$ cat config.mk
export PLATFORM = sky130hd
export DESIGN_NAME = url_percent_encoder_unit
export DESIGN_NICKNAME = d
export VERILOG_FILES = /design/src/upe_pkg.sv /design/src/upe_front.sv /design/src/upe_queue.sv /design/src/upe_back.sv /design/src/url_percent_encoder_unit.sv
export VERILOG_INCLUDE_DIRS = /design/src /design/src/src
export SDC_FILE = /design/constraint.sdc
export NUM_CORES = 1
export LEC_CHECK = 0
export BUFFER_PORTS_ARGS = -buffer_cell sky130_fd_sc_hd__buf_2
export CORE_MARGIN = 4
export CORE_UTILIZATION = 35
export DETAILED_ROUTE_END_ITERATION = 12
export SYNTH_ARGS = -nofsm -noshare
export SYNTH_HDL_FRONTEND = slang
export SYNTH_HIERARCHICAL = 1
export SYNTH_SLANG_ARGS = --single-unit
export TNS_END_PERCENT = 100
$ cat constraint.sdc
create_clock -name i_clk -period 15.5 [get_ports i_clk]
set_clock_uncertainty 0.2 [all_clocks]
set_input_delay 3.1 -clock i_clk [delete_from_list [all_inputs] [get_ports i_clk]]
set_output_delay 3.1 -clock i_clk [all_outputs]
set_load 0.02 [all_outputs]
$ cat src/url_percent_encoder_unit_defines.svh
// ---------------------------------------------------------------------------
// url percent encoder assertion macros
// concurrent assertion wrappers, empty when SYNTHESIS is defined
// ---------------------------------------------------------------------------
`ifndef URL_PERCENT_ENCODER_UNIT_DEFINES_SVH
`define URL_PERCENT_ENCODER_UNIT_DEFINES_SVH

`ifndef SYNTHESIS
`define UPE_ASSERT(lbl, prop) \
    lbl: assert property (@(posedge i_clk) disable iff (!i_rst_n) prop) \
        else $error("upe assertion failed");
`define UPE_ASSERT_RST(lbl, prop) \
    lbl: assert property (@(posedge i_clk) prop) \
        else $error("upe reset assertion failed");
`else
`define UPE_ASSERT(lbl, prop)
`define UPE_ASSERT_RST(lbl, prop)
`endif

`endif

$ cat src/upe_pkg.sv
// ---------------------------------------------------------------------------
// url percent encoder package
// transaction types, command record and character helpers
// ---------------------------------------------------------------------------
package upe_pkg;

    localparam int unsigned MaxBytes = 7;

    localparam logic [7:0] CH_PCT   = 8'h25;
    localparam logic [7:0] CH_TWO   = 8'h32;
    localparam logic [7:0] CH_FIVE  = 8'h35;
    localparam logic [7:0] CH_ZERO  = 8'h30;
    localparam logic [7:0] CH_HEXA  = 8'h57;

    typedef struct packed {
        logic [7:0] in_byte;
        logic       in_last;
    } t_in;

    typedef struct packed {
        logic [7:0] out_byte;
        logic       out_run_end;
        logic       out_string_end;
    } t_out;

    typedef struct packed {
        logic [MaxBytes-1:0][7:0] bytes;
        logic [2:0]               cnt;
        logic                     last;
    } t_cmd;

    function automatic logic is_alnum(input logic [7:0] b);
        return (b inside {[8'h30:8'h39], [8'h41:8'h5a], [8'h61:8'h7a]});
    endfunction

    function automatic logic is_plain(input logic [7:0] b);
        return is_alnum(b) || (b inside {8'h21, 8'h23, 8'h24, [8'h26:8'h2f],
                                         8'h3a, 8'h3b, 8'h3d, 8'h3f, 8'h40,
                                         8'h5f, 8'h7e});
    endfunction

    function automatic logic [7:0] hex_digit(input logic [3:0] v);
        return (v <= 4'd9) ? CH_ZERO + 8'(v) : CH_HEXA + 8'(v);
    endfunction

endpackage

$ cat src/upe_front.sv
// ---------------------------------------------------------------------------
// url percent encoder front
// classifies each input byte against the lookahead hold and builds a command
// ---------------------------------------------------------------------------
module upe_front (
    input  logic          i_clk,
    input  logic          i_rst_n,
    input  logic          i_accept,
    input  upe_pkg::t_in  i_in,
    output logic          o_cmd_push,
    output upe_pkg::t_cmd o_cmd
);

    typedef enum logic [2:0] {
        HOLD_NONE = 3'b001,
        HOLD_PCT  = 3'b010,
        HOLD_TWO  = 3'b100
    } t_hold;

    t_hold      r_hold, n_hold;
    logic [7:0] r_second, n_second;

    always_comb begin
        logic [7:0]                        b;
        logic                              last;
        logic                              fresh;
        logic                              esc;
        logic                              with_s;
        logic [2:0]                        k;
        logic [upe_pkg::MaxBytes-1:0][7:0] bytes;

        b        = i_in.in_byte;
        last     = i_in.in_last;
        fresh    = 1'b1;
        esc      = 1'b0;
        with_s   = 1'b0;
        k        = 3'd0;
        bytes    = '0;
        n_hold   = HOLD_NONE;
        n_second = 8'h00;

        case (r_hold)
            HOLD_PCT: begin
                if (upe_pkg::is_alnum(b) && !last) begin
                    n_hold   = HOLD_TWO;
                    n_second = b;
                    fresh    = 1'b0;
                end else begin
                    esc = 1'b1;
                end
            end
            HOLD_TWO: begin
                if (upe_pkg::is_alnum(b)) begin
                    bytes[0] = upe_pkg::CH_PCT;
                    bytes[1] = r_second;
                    bytes[2] = b;
                    k        = 3'd3;
                    fresh    = 1'b0;
                end else begin
                    esc    = 1'b1;
                    with_s = 1'b1;
                end
            end
            default: begin
            end
        endcase

        if (esc) begin
            bytes[0] = upe_pkg::CH_PCT;
            bytes[1] = upe_pkg::CH_TWO;
            bytes[2] = upe_pkg::CH_FIVE;
            k        = 3'd3;
        end
        if (with_s) begin
            bytes[k] = r_second;
            k        = k + 3'd1;
        end
        if (fresh) begin
            if (upe_pkg::is_plain(b)) begin
                bytes[k] = b;
                k        = k + 3'd1;
            end else if (b == upe_pkg::CH_PCT && !last) begin
                n_hold = HOLD_PCT;
            end else begin
                bytes[k] = upe_pkg::CH_PCT;
                k        = k + 3'd1;
                bytes[k] = upe_pkg::hex_digit(b[7:4]);
                k        = k + 3'd1;
                bytes[k] = upe_pkg::hex_digit(b[3:0]);
                k        = k + 3'd1;
            end
        end

        o_cmd.bytes = bytes;
        o_cmd.cnt   = k;
        o_cmd.last  = last;
        o_cmd_push  = i_accept && (k != 3'd0);
    end

    always_ff @(posedge i_clk) begin
        if (!i_rst_n) begin
            r_hold   <= HOLD_NONE;
            r_second <= 8'h00;
        end else if (i_accept) begin
            r_hold   <= n_hold;
            r_second <= n_second;
        end
    end

endmodule

$ cat src/upe_queue.sv
// ---------------------------------------------------------------------------
// url percent encoder command queue
// two-entry fifo between front and back
// ---------------------------------------------------------------------------
module upe_queue (
    input  logic          i_clk,
    input  logic          i_rst_n,
    input  logic          i_push,
    input  upe_pkg::t_cmd i_cmd,
    input  logic          i_pop,
    output upe_pkg::t_cmd o_cmd,
    output logic          o_full,
    output logic          o_empty
);

    upe_pkg::t_cmd r_ent0;
    upe_pkg::t_cmd r_ent1;
    logic          r_wr;
    logic          r_rd;
    logic [1:0]    r_cnt, n_cnt;

    assign o_cmd   = r_rd ? r_ent1 : r_ent0;
    assign o_full  = (r_cnt == 2'd2);
    assign o_empty = (r_cnt == 2'd0);

    always_comb begin
        n_cnt = r_cnt + 2'(i_push) - 2'(i_pop);
    end

    always_ff @(posedge i_clk) begin
        if (i_push) begin
            if (r_wr) begin
                r_ent1 <= i_cmd;
            end else begin
                r_ent0 <= i_cmd;
            end
        end
    end

    always_ff @(posedge i_clk) begin
        if (!i_rst_n) begin
            r_wr  <= 1'b0;
            r_rd  <= 1'b0;
            r_cnt <= 2'd0;
        end else begin
            if (i_push) begin
                r_wr <= ~r_wr;
            end
            if (i_pop) begin
                r_rd <= ~r_rd;
            end
            r_cnt <= n_cnt;
        end
    end

endmodule

$ cat src/upe_back.sv
// ---------------------------------------------------------------------------
// url percent encoder back
// steps through a command one byte per cycle into the output register while it is free or popped
// ---------------------------------------------------------------------------
module upe_back (
    input  logic          i_clk,
    input  logic          i_rst_n,
    input  upe_pkg::t_cmd i_cmd,
    input  logic          i_cmd_valid,
    output logic          o_cmd_pop,
    input  logic          i_pop,
    output logic          o_valid,
    output upe_pkg::t_out o_out
);

    logic [2:0]    r_idx;
    logic          r_ov;
    upe_pkg::t_out r_out, n_out;
    logic          load;
    logic          is_end;

    assign load   = i_cmd_valid && (!r_ov || i_pop);
    assign is_end = (r_idx == i_cmd.cnt - 3'd1);

    always_comb begin
        n_out.out_byte       = i_cmd.bytes[r_idx];
        n_out.out_run_end    = is_end;
        n_out.out_string_end = is_end && i_cmd.last;
    end

    assign o_cmd_pop = load && is_end;
    assign o_valid   = r_ov;
    assign o_out     = r_out;

    always_ff @(posedge i_clk) begin
        if (load) begin
            r_out <= n_out;
        end
    end

    always_ff @(posedge i_clk) begin
        if (!i_rst_n) begin
            r_idx <= 3'd0;
            r_ov  <= 1'b0;
        end else begin
            if (load) begin
                r_idx <= is_end ? 3'd0 : r_idx + 3'd1;
                r_ov  <= 1'b1;
            end else if (i_pop) begin
                r_ov  <= 1'b0;
            end
        end
    end

endmodule

$ cat src/url_percent_encoder_unit.sv
// the first result passes the command queue, then the output register, before it is visible
// each result byte occupies the output register in turn, so an input yields
// one byte when it passes plain, three when escaped, up to seven at most
// the back stage drains one byte per cycle while the output is popped and sets sustained throughput
// synchronous active-low reset empties the queue and clears the lookahead hold
// ---------------------------------------------------------------------------
// url percent encoder unit
// percent encodes a byte stream with a two-byte lookahead for escapes
// ---------------------------------------------------------------------------
`include "url_percent_encoder_unit_defines.svh"

module url_percent_encoder_unit (
    input  logic           i_clk,
    input  logic           i_rst_n,
    input  logic           push,
    output logic           full,
    input  upe_pkg::t_in   i_in_data,
    output logic           empty,
    input  logic           pop,
    output upe_pkg::t_out  o_out_data
);

    logic          accept;
    logic          cmd_push;
    upe_pkg::t_cmd front_cmd;
    upe_pkg::t_cmd head_cmd;
    logic          q_full;
    logic          q_empty;
    logic          cmd_pop;
    logic          out_valid;

    assign accept = push && !q_full;
    assign full   = q_full;
    assign empty  = !out_valid;

    upe_front u_front (
        .i_clk      (i_clk),
        .i_rst_n    (i_rst_n),
        .i_accept   (accept),
        .i_in       (i_in_data),
        .o_cmd_push (cmd_push),
        .o_cmd      (front_cmd)
    );

    upe_queue u_queue (
        .i_clk   (i_clk),
        .i_rst_n (i_rst_n),
        .i_push  (cmd_push),
        .i_cmd   (front_cmd),
        .i_pop   (cmd_pop),
        .o_cmd   (head_cmd),
        .o_full  (q_full),
        .o_empty (q_empty)
    );

    upe_back u_back (
        .i_clk       (i_clk),
        .i_rst_n     (i_rst_n),
        .i_cmd       (head_cmd),
        .i_cmd_valid (!q_empty),
        .o_cmd_pop   (cmd_pop),
        .i_pop       (pop && out_valid),
        .o_valid     (out_valid),
        .o_out       (o_out_data)
    );

    `UPE_ASSERT(a_queue_flags, !(q_full && q_empty))
    `UPE_ASSERT(a_no_push_when_full, cmd_push |-> !q_full)
    `UPE_ASSERT(a_pop_only_when_held, cmd_pop |-> !q_empty)
    `UPE_ASSERT_RST(a_reset_empty, !i_rst_n |=> empty)

endmodule

==> results.json, run 1 <==
{
  "status": "finished, final reports clean",
  "startpoint_type": "input pin",
  "dieArea_um2": 28600,
  "routed_wl_um": 24700,
  "synth_top_family_by_area": "compound AO/OA/AOI/OAI gates",
  "final_cell_mix": "edfxtp_1, mux2_4, nand2_1",
  "period_share_pct": 58.2,
  "avgViaCountPerCell": 5.82,
  "ir_worst_vdd_uv": 114,
  "coreArea_um2": 25300,
  "p_leak_nw": 3.58,
  "crit_path_top_delay_cell": "nor3b_1",
  "postCtsHoldBufs": 0,
  "antenna_found_initial": 0,
  "power_mw": 1.29,
  "critical_path_class": "input pin to flop",
  "clockBufferDepth": 2,
  "synthArstFlopShare_pct": 0,
  "synth_top_cell_by_area": "edfxtp_1",
  "critical-path-top-delay-family": "compound AO/OA/AOI/OAI gates",
  "arrival_ns": 8.97,
  "cp_cell_sequence": "buf_2 -> inv_1 -> ha_1 -> nor2b_1 -> a2111oi_1 -> a21oi_1 -> a21oi_1 -> a21o_1 -> inv_1 -> ha_1 -> ha_1 -> nor3b_1 -> nor2b_1 -> a22o_1 -> and3_1 -> a31oi_1 -> a2bb2o_1",
  "min_path_type": "flop to flop",
  "ant_nets": 0,
  "p_per_area_nw_per_um2": 130,
  "cts_root_buf": "clkbuf_16",
  "numPortBuffers": 24,
  "start_util_pct": 35.9,
  "post-cts-setup-buffer-count": 0,
  "dp.final_hpwl_um": 16100,
  "crit_fanout": 19,
  "critPathMostFrequentCell": "ha_1",
  "grt_util_met3_pct": 4.29,
  "max_stage_delay_ns": 1.10,
  "clk_pin_slew_ns": 0.06,
  "relSlewSlack_pct": 7.61,
  "maxCapViolCount": 0,
  "wl_per_cell_um": 21.9,
  "max_freq_mhz": 111,
  "synthTopCellsByArea": "edfxtp_1, mux2_4, dfxtp_1",
  "area_growth_pct": 9.18,
  "cts_buffers": 17,
  "setup_violations": 0,
  "cts_tree": "yes",
  "busiest_layer": "met2",
  "post-route-drc-count": 0,
  "holdWs_ns": 0.238,
  "regArea_um2": 4290,
  "yosysSeqAreaShare_pct": 47.1,
  "syn_area_um2": 9090,
  "grt_usage_pct": 17.1,
  "synth-seq-cells": 149,
  "synth_cell_types": 85,
  "tightest_slew_ns": 1.38,
  "gp_congestion": 0.966,
  "drtPass1Iterations": 6,
  "clk_latency_ns": 0.42,
  "ctsResizeCount": 0,
  "fin_tns_setup_ns": 0,
  "vias": 6569,
  "grt_pass1_vias": 6291,
  "synth-xor-area-share_pct": 1.28,
  "fillCellCount": 2436,
  "worst-path-buf-inv": 3,
  "grt_max_degree": 62,
  "initialDrtViolationCount": 663,
  "grt_pass1_wl_um": 37900,
  "grtUsageMet2_pct": 26.2,
  "synthesis.instances": 792,
  "grtUsageMet1_pct": 24.3,
  "period_minus_slack_ns": 9.02,
  "rsz0062_at_grt": "false",
  "antenna_cells": 0,
  "dieHeight_um": 169,
  "synth_compound_area_share_pct": 17.0,
  "drive_gt1_share_pct": 20.2,
  "synthAdderAreaFrac_pct": 3.17,
  "ys.flop_type": "edfxtp_1",
  "avgSynthCellArea_um2": 11.5,
  "final_common_cell": "edfxtp_1",
  "clock_sinks": 149,
  "die_w_um": 169,
  "maxSlewViolCount": 0,
  "grt_overflow": 0,
  "synth-edff-count": 130,
  "yosys.area_share.simple_pct": 12.8,
  "io_pins": 25,
  "synth_mux_area_share_pct": 13.2,
  "cp-end-kind": "flop",
  "yosys_warnings": 6,
  "cts_max_level": 4,
  "yosysTopAreaCellShare_pct": 43.0,
  "num_rows": 58,
  "multi_input_area_um2": 4350,
  "worst_ep_required_time_ns": 15.46,
  "hold_viol": 0,
  "final_nets": 821
}
==> final timing paths <==
path                            start             endpoint  slack [ns]  cells after the start
hold / removal    u_front/r_second[7]  u_front/r_second[7]        0.24                      2
hold reg to reg   u_front/r_second[7]  u_front/r_second[7]        0.24                      2
setup reg to reg    u_front/r_hold[1]   u_queue/r_ent0[16]       10.35                     13
setup / recovery         i_in_data[5]   u_queue/r_ent0[16]        6.48                     17
==> Yosys cell counts, drive strengths merged (12+ instances only) <==
library cell and number:
nand2b 12, edfxtp 130, a21oi 47, dfxtp 19
nor3 13, a221oi 12, nor2b 29, nand2 57
mux2 62, o21ai 34, clkbuf 39, inv 18
nand3 14, ha 23, a22oi 20, buf 29
nor2 52
==> state kept, by name (all words and copies together) (netlist names) <==
register	flops
u_back/o_out	10
u_queue/r_ent0	60
u_back/o_valid	1
u_back/r_idx	3
u_front/r_second	8
u_front/r_hold	3
u_queue/r_cnt	2
u_queue/r_ent1	60
u_queue/r_rd	1
u_queue/r_wr	1
==> metrics by stage <==
step           instances  worst slack [ns]  utilization (%)  instance area, um^2
4_1_cts             1128              6.76             39.2                 9920
5_1_grt             1128              6.07             39.2                 9920
3_5_place_dp        1096              6.28             36.9                 9340
6_report            1128              6.48             39.2                 9920
2_1_floorplan        796              5.90                -                 9100
3_3_place_gp        1096              6.51             36.9                 9340
==> area by class of cell <==
type,count,share of cell area [%]
multi-input cells,561,43.8
flip-flops and latches,149,43.2
clock buffers,21,4.54
well taps,330,4.16
repair buffers,38,2.27
clock inverters,11,1.29
inverters,18,0.681
==> where the power goes <==
part           total (mW)  switching (mW)  internal [mW]
combinational       0.352           0.196          0.156
clock               0.405           0.163          0.242
sequential          0.536          0.0223          0.514
==> worst register-to-register path, cell delays in order, from the launching register on <==
cell	delay, ns
dfxtp_1	0.32
nand2b_1	0.20
or2_2	0.34
nor3_1	0.22
buf_4	0.21
inv_1	0.12
ha_1	0.48
ha_1	0.46
nor3b_1	1.10
nor2b_1	0.33
a22o_1	0.29
and3_1	0.18
a31oi_1	0.13
a2bb2o_1	0.31
==> logic make-up (layout without fill, tap and decap cells) <==
family                   count (synthesis)  count (layout)
multiplexers                            80              80
other                                    1               5
adder cells (fa/ha/maj)                 23              23
XOR/XNOR                                10              10
AND/OR/NAND/NOR                        223             223
buffers and inverters                   86              88
AO/OA/AOI/OAI                          220             220
flip-flops                             149             149
==> layer usage <==
metal	part of all wire (%)	vias up
met1	44	3220
met5	0	-
met2	45	309
met4	2.1	0
met3	9.6	32
li1	-	3008
No activity file was read; power rests on OpenSTA's default activity.
==> inputs of run 2 (changes only) <==
--- a/config.mk
+++ b/config.mk
@@ -6,6 +6,7 @@
 export SDC_FILE = /design/constraint.sdc
 export NUM_CORES = 1
 export LEC_CHECK = 0
+export ABC_AREA = 1
 export BUFFER_PORTS_ARGS = -buffer_cell sky130_fd_sc_hd__buf_2
 export CORE_MARGIN = 4
 export CORE_UTILIZATION = 35
==> constraint.sdc (replaced) <==
create_clock -name i_clk -period 8.2 [get_ports i_clk]
set_clock_uncertainty 0.2 [all_clocks]
set_input_delay 1.64 -clock i_clk [delete_from_list [all_inputs] [get_ports i_clk]]
set_output_delay 1.64 -clock i_clk [all_outputs]
set_load 0.02 [all_outputs]
==> run 2 against run 1 <==
  * Sequential share of layout area decreased by 1.2 points
  * Total power rose by 120%
  * Flip-flop and latch count stayed put
  * Critical path type unchanged
  * Highest routed layer unchanged
==> results.json, run 2 <==
{
  "status": "finished, final reports clean",
  "post-cts-setup-buffer-count": 0,
  "critPathMostFrequentCell": "nand2_1",
  "synth_top_cell_by_area": "edfxtp_1",
  "p_leak_nw": 4.17,
  "rsz0062_at_grt": "false",
  "yosysTopAreaCellShare_pct": 41.5,
  "num_rows": 59,
  "ys.flop_type": "edfxtp_1",
  "clockBufferDepth": 2,
  "max_stage_delay_ns": 0.52,
  "fillCellCount": 2653,
  "dieHeight_um": 172,
  "ctsResizeCount": 0,
  "tightest_slew_ns": 0.934,
  "antenna_cells": 0,
  "synthesis.instances": 1023,
  "grt_pass1_vias": 6921,
  "dpl_cell_area_um2": 9600,
  "clock_sinks": 149,
  "maxCapViolCount": 0,
  "crit_fanout": 32,
  "relSlewSlack_pct": 37.8,
  "cp.depth": 25,
  "final_common_cell": "nand2_1",
  "regArea_um2": 4290,
  "cts_buffers": 17,
  "wl_per_cell_um": 19.3,
  "ir_worst_vdd_uv": 104,
  "synthArstFlopShare_pct": 0,
  "max_freq_mhz": 163,
  "synth-edff-count": 130,
  "stdcell_count": 1374,
  "gp_congestion": 1.01,
  "avgSynthCellArea_um2": 9.21,
  "area_growth_pct": 8.38,
  "start_util_pct": 35.8,
  "ant_nets": 0,
  "synth-seq-cells": 149,
  "initialDrtViolationCount": 722,
  "post-route-drc-count": 0,
  "clk_latency_ns": 0.43,
  "clk_pin_slew_ns": 0.07,
  "yosysMostFrequentCell": "nand2_1",
  "multi_input_area_um2": 4230,
  "crit_path_top_delay_cell": "inv_2",
  "period_share_pct": 74.9,
  "final_cell_mix": "nand2_1, edfxtp_1, inv_1",
  "synthTopCellsByArea": "edfxtp_1, mux2_4, nand2_1",
  "setup_violations": 0,
  "startpoint_type": "input pin",
  "arrival_ns": 6.05,
  "drive_gt1_share_pct": 16.9,
  "final_area_um2": 10200,
  "cts_max_level": 4,
  "coreArea_um2": 26300,
  "cts_root_buf": "clkbuf_16",
  "postCtsHoldBufs": 0,
  "vias": 7463,
  "critical-path-top-delay-family": "buffers and inverters",
  "dp.final_hpwl_um": 18900,
  "p_per_area_nw_per_um2": 273,
  "yosys_warnings": 6,
  "dieArea_um2": 29600,
  "dp.cells": 1342,
  "routed_wl_um": 26600,
  "synth_cell_types": 51,
  "hold_viol": 0,
  "worst-path-buf-inv": 7,
  "worst_ep_required_time_ns": 8.10,
  "antenna_found_initial": 0,
  "min_path_type": "flop to flop",
  "numPortBuffers": 24,
  "yosysSeqAreaShare_pct": 45.5,
  "cp-end-kind": "flop",
  "grt_max_degree": 54,
  "synthTopCellsByCount": "nand2_1, edfxtp_1, inv_1",
  "syn_area_um2": 9420,
  "cts_tree": "yes",
  "grt_pass1_wl_um": 40800,
  "grt_usage_pct": 18.0,
  "avgViaCountPerCell": 5.43,
  "critical_path_class": "input pin to flop",
  "period_minus_slack_ns": 6.15,
  "io_pins": 25,
  "r2r_cells": 17,
  "final_nets": 1062,
  "grt_overflow": 0,
  "die_w_um": 172,
  "fin_tns_setup_ns": 0,
  "min_path_cells": 2,
  "drtPass1Iterations": 5,
  "maxSlewViolCount": 0
}
## run 2: power by group
part           internal (mW)  total, mW  switching (mW)
logic                  0.336      0.916           0.580
clock network          0.464      0.811           0.346
registers               1.01       1.06          0.0532
total                   1.81       2.79           0.980
## run 2: worst paths after layout
kind,startpoint,endpoint,slack [ns]
min reg2reg,u_front/r_second[7],u_front/r_second[7],0.30
min,u_front/r_second[7],u_front/r_second[7],0.30
max reg2reg,u_front/r_hold[2],u_queue/r_ent1[26],3.94
max,i_in_data[1],u_queue/r_ent1[26],2.05
## run 2: metal layers
| metal | track usage, % | routed length [um] | vias up |
|---|---|---|---|
| li1 | - | - | 3496 |
| met1 | 26.7 | 12200 | 3595 |
| met2 | 27.5 | 11800 | 340 |
| met3 | 3.34 | 2100 | 32 |
| met4 | 4.37 | 450 | 0 |
| met5 | 0 | 0 | - |
## run 2: area by class of cell
type,instances,share of cell area (%)
Sequential cell,149,42.0
Multi-Input combinational cell,708,41.4
Inverter,120,4.61
Clock buffer,17,4.17
Tap cell,335,4.11
Timing Repair Buffer,30,1.86
Clock inverter,15,1.83
## run 2: stage by stage
stage / worst slack (ns) / hold WS [ns] / utilization, % / power [mW]
floorplan: 0.742 / 0.236 / - / 1.81
global placement: 1.84 / 0.284 / 36.5 / 1.98
detailed placement: 1.68 / 0.289 / 36.5 / 1.99
CTS: 2.12 / 0.300 / 38.8 / 2.81
global route: 1.59 / 0.325 / 38.8 / 2.94
finish: 2.05 / 0.303 / 38.8 / 2.79
## run 2: tightest hold or removal path, cell delays in order, from the launching register on
cell	delay [ns]
dfxtp_1	0.33
inv_1	0.08
nor3_1	0.05
## run 2: cells by family (layout without fill, tap and decap cells)
family,count (synthesis),in the layout,synth area share (%)
adders and majority gates,23,23,3.06
DFF,149,149,45.5
and+or+nand+nor,402,402,18.3
AOI/OAI and AO/OA,217,217,13.7
other,1,5,0.0398
buffers and inverters,170,182,9.86
xor gates and xnor gates,1,1,0.0930
muxes,60,60,9.49
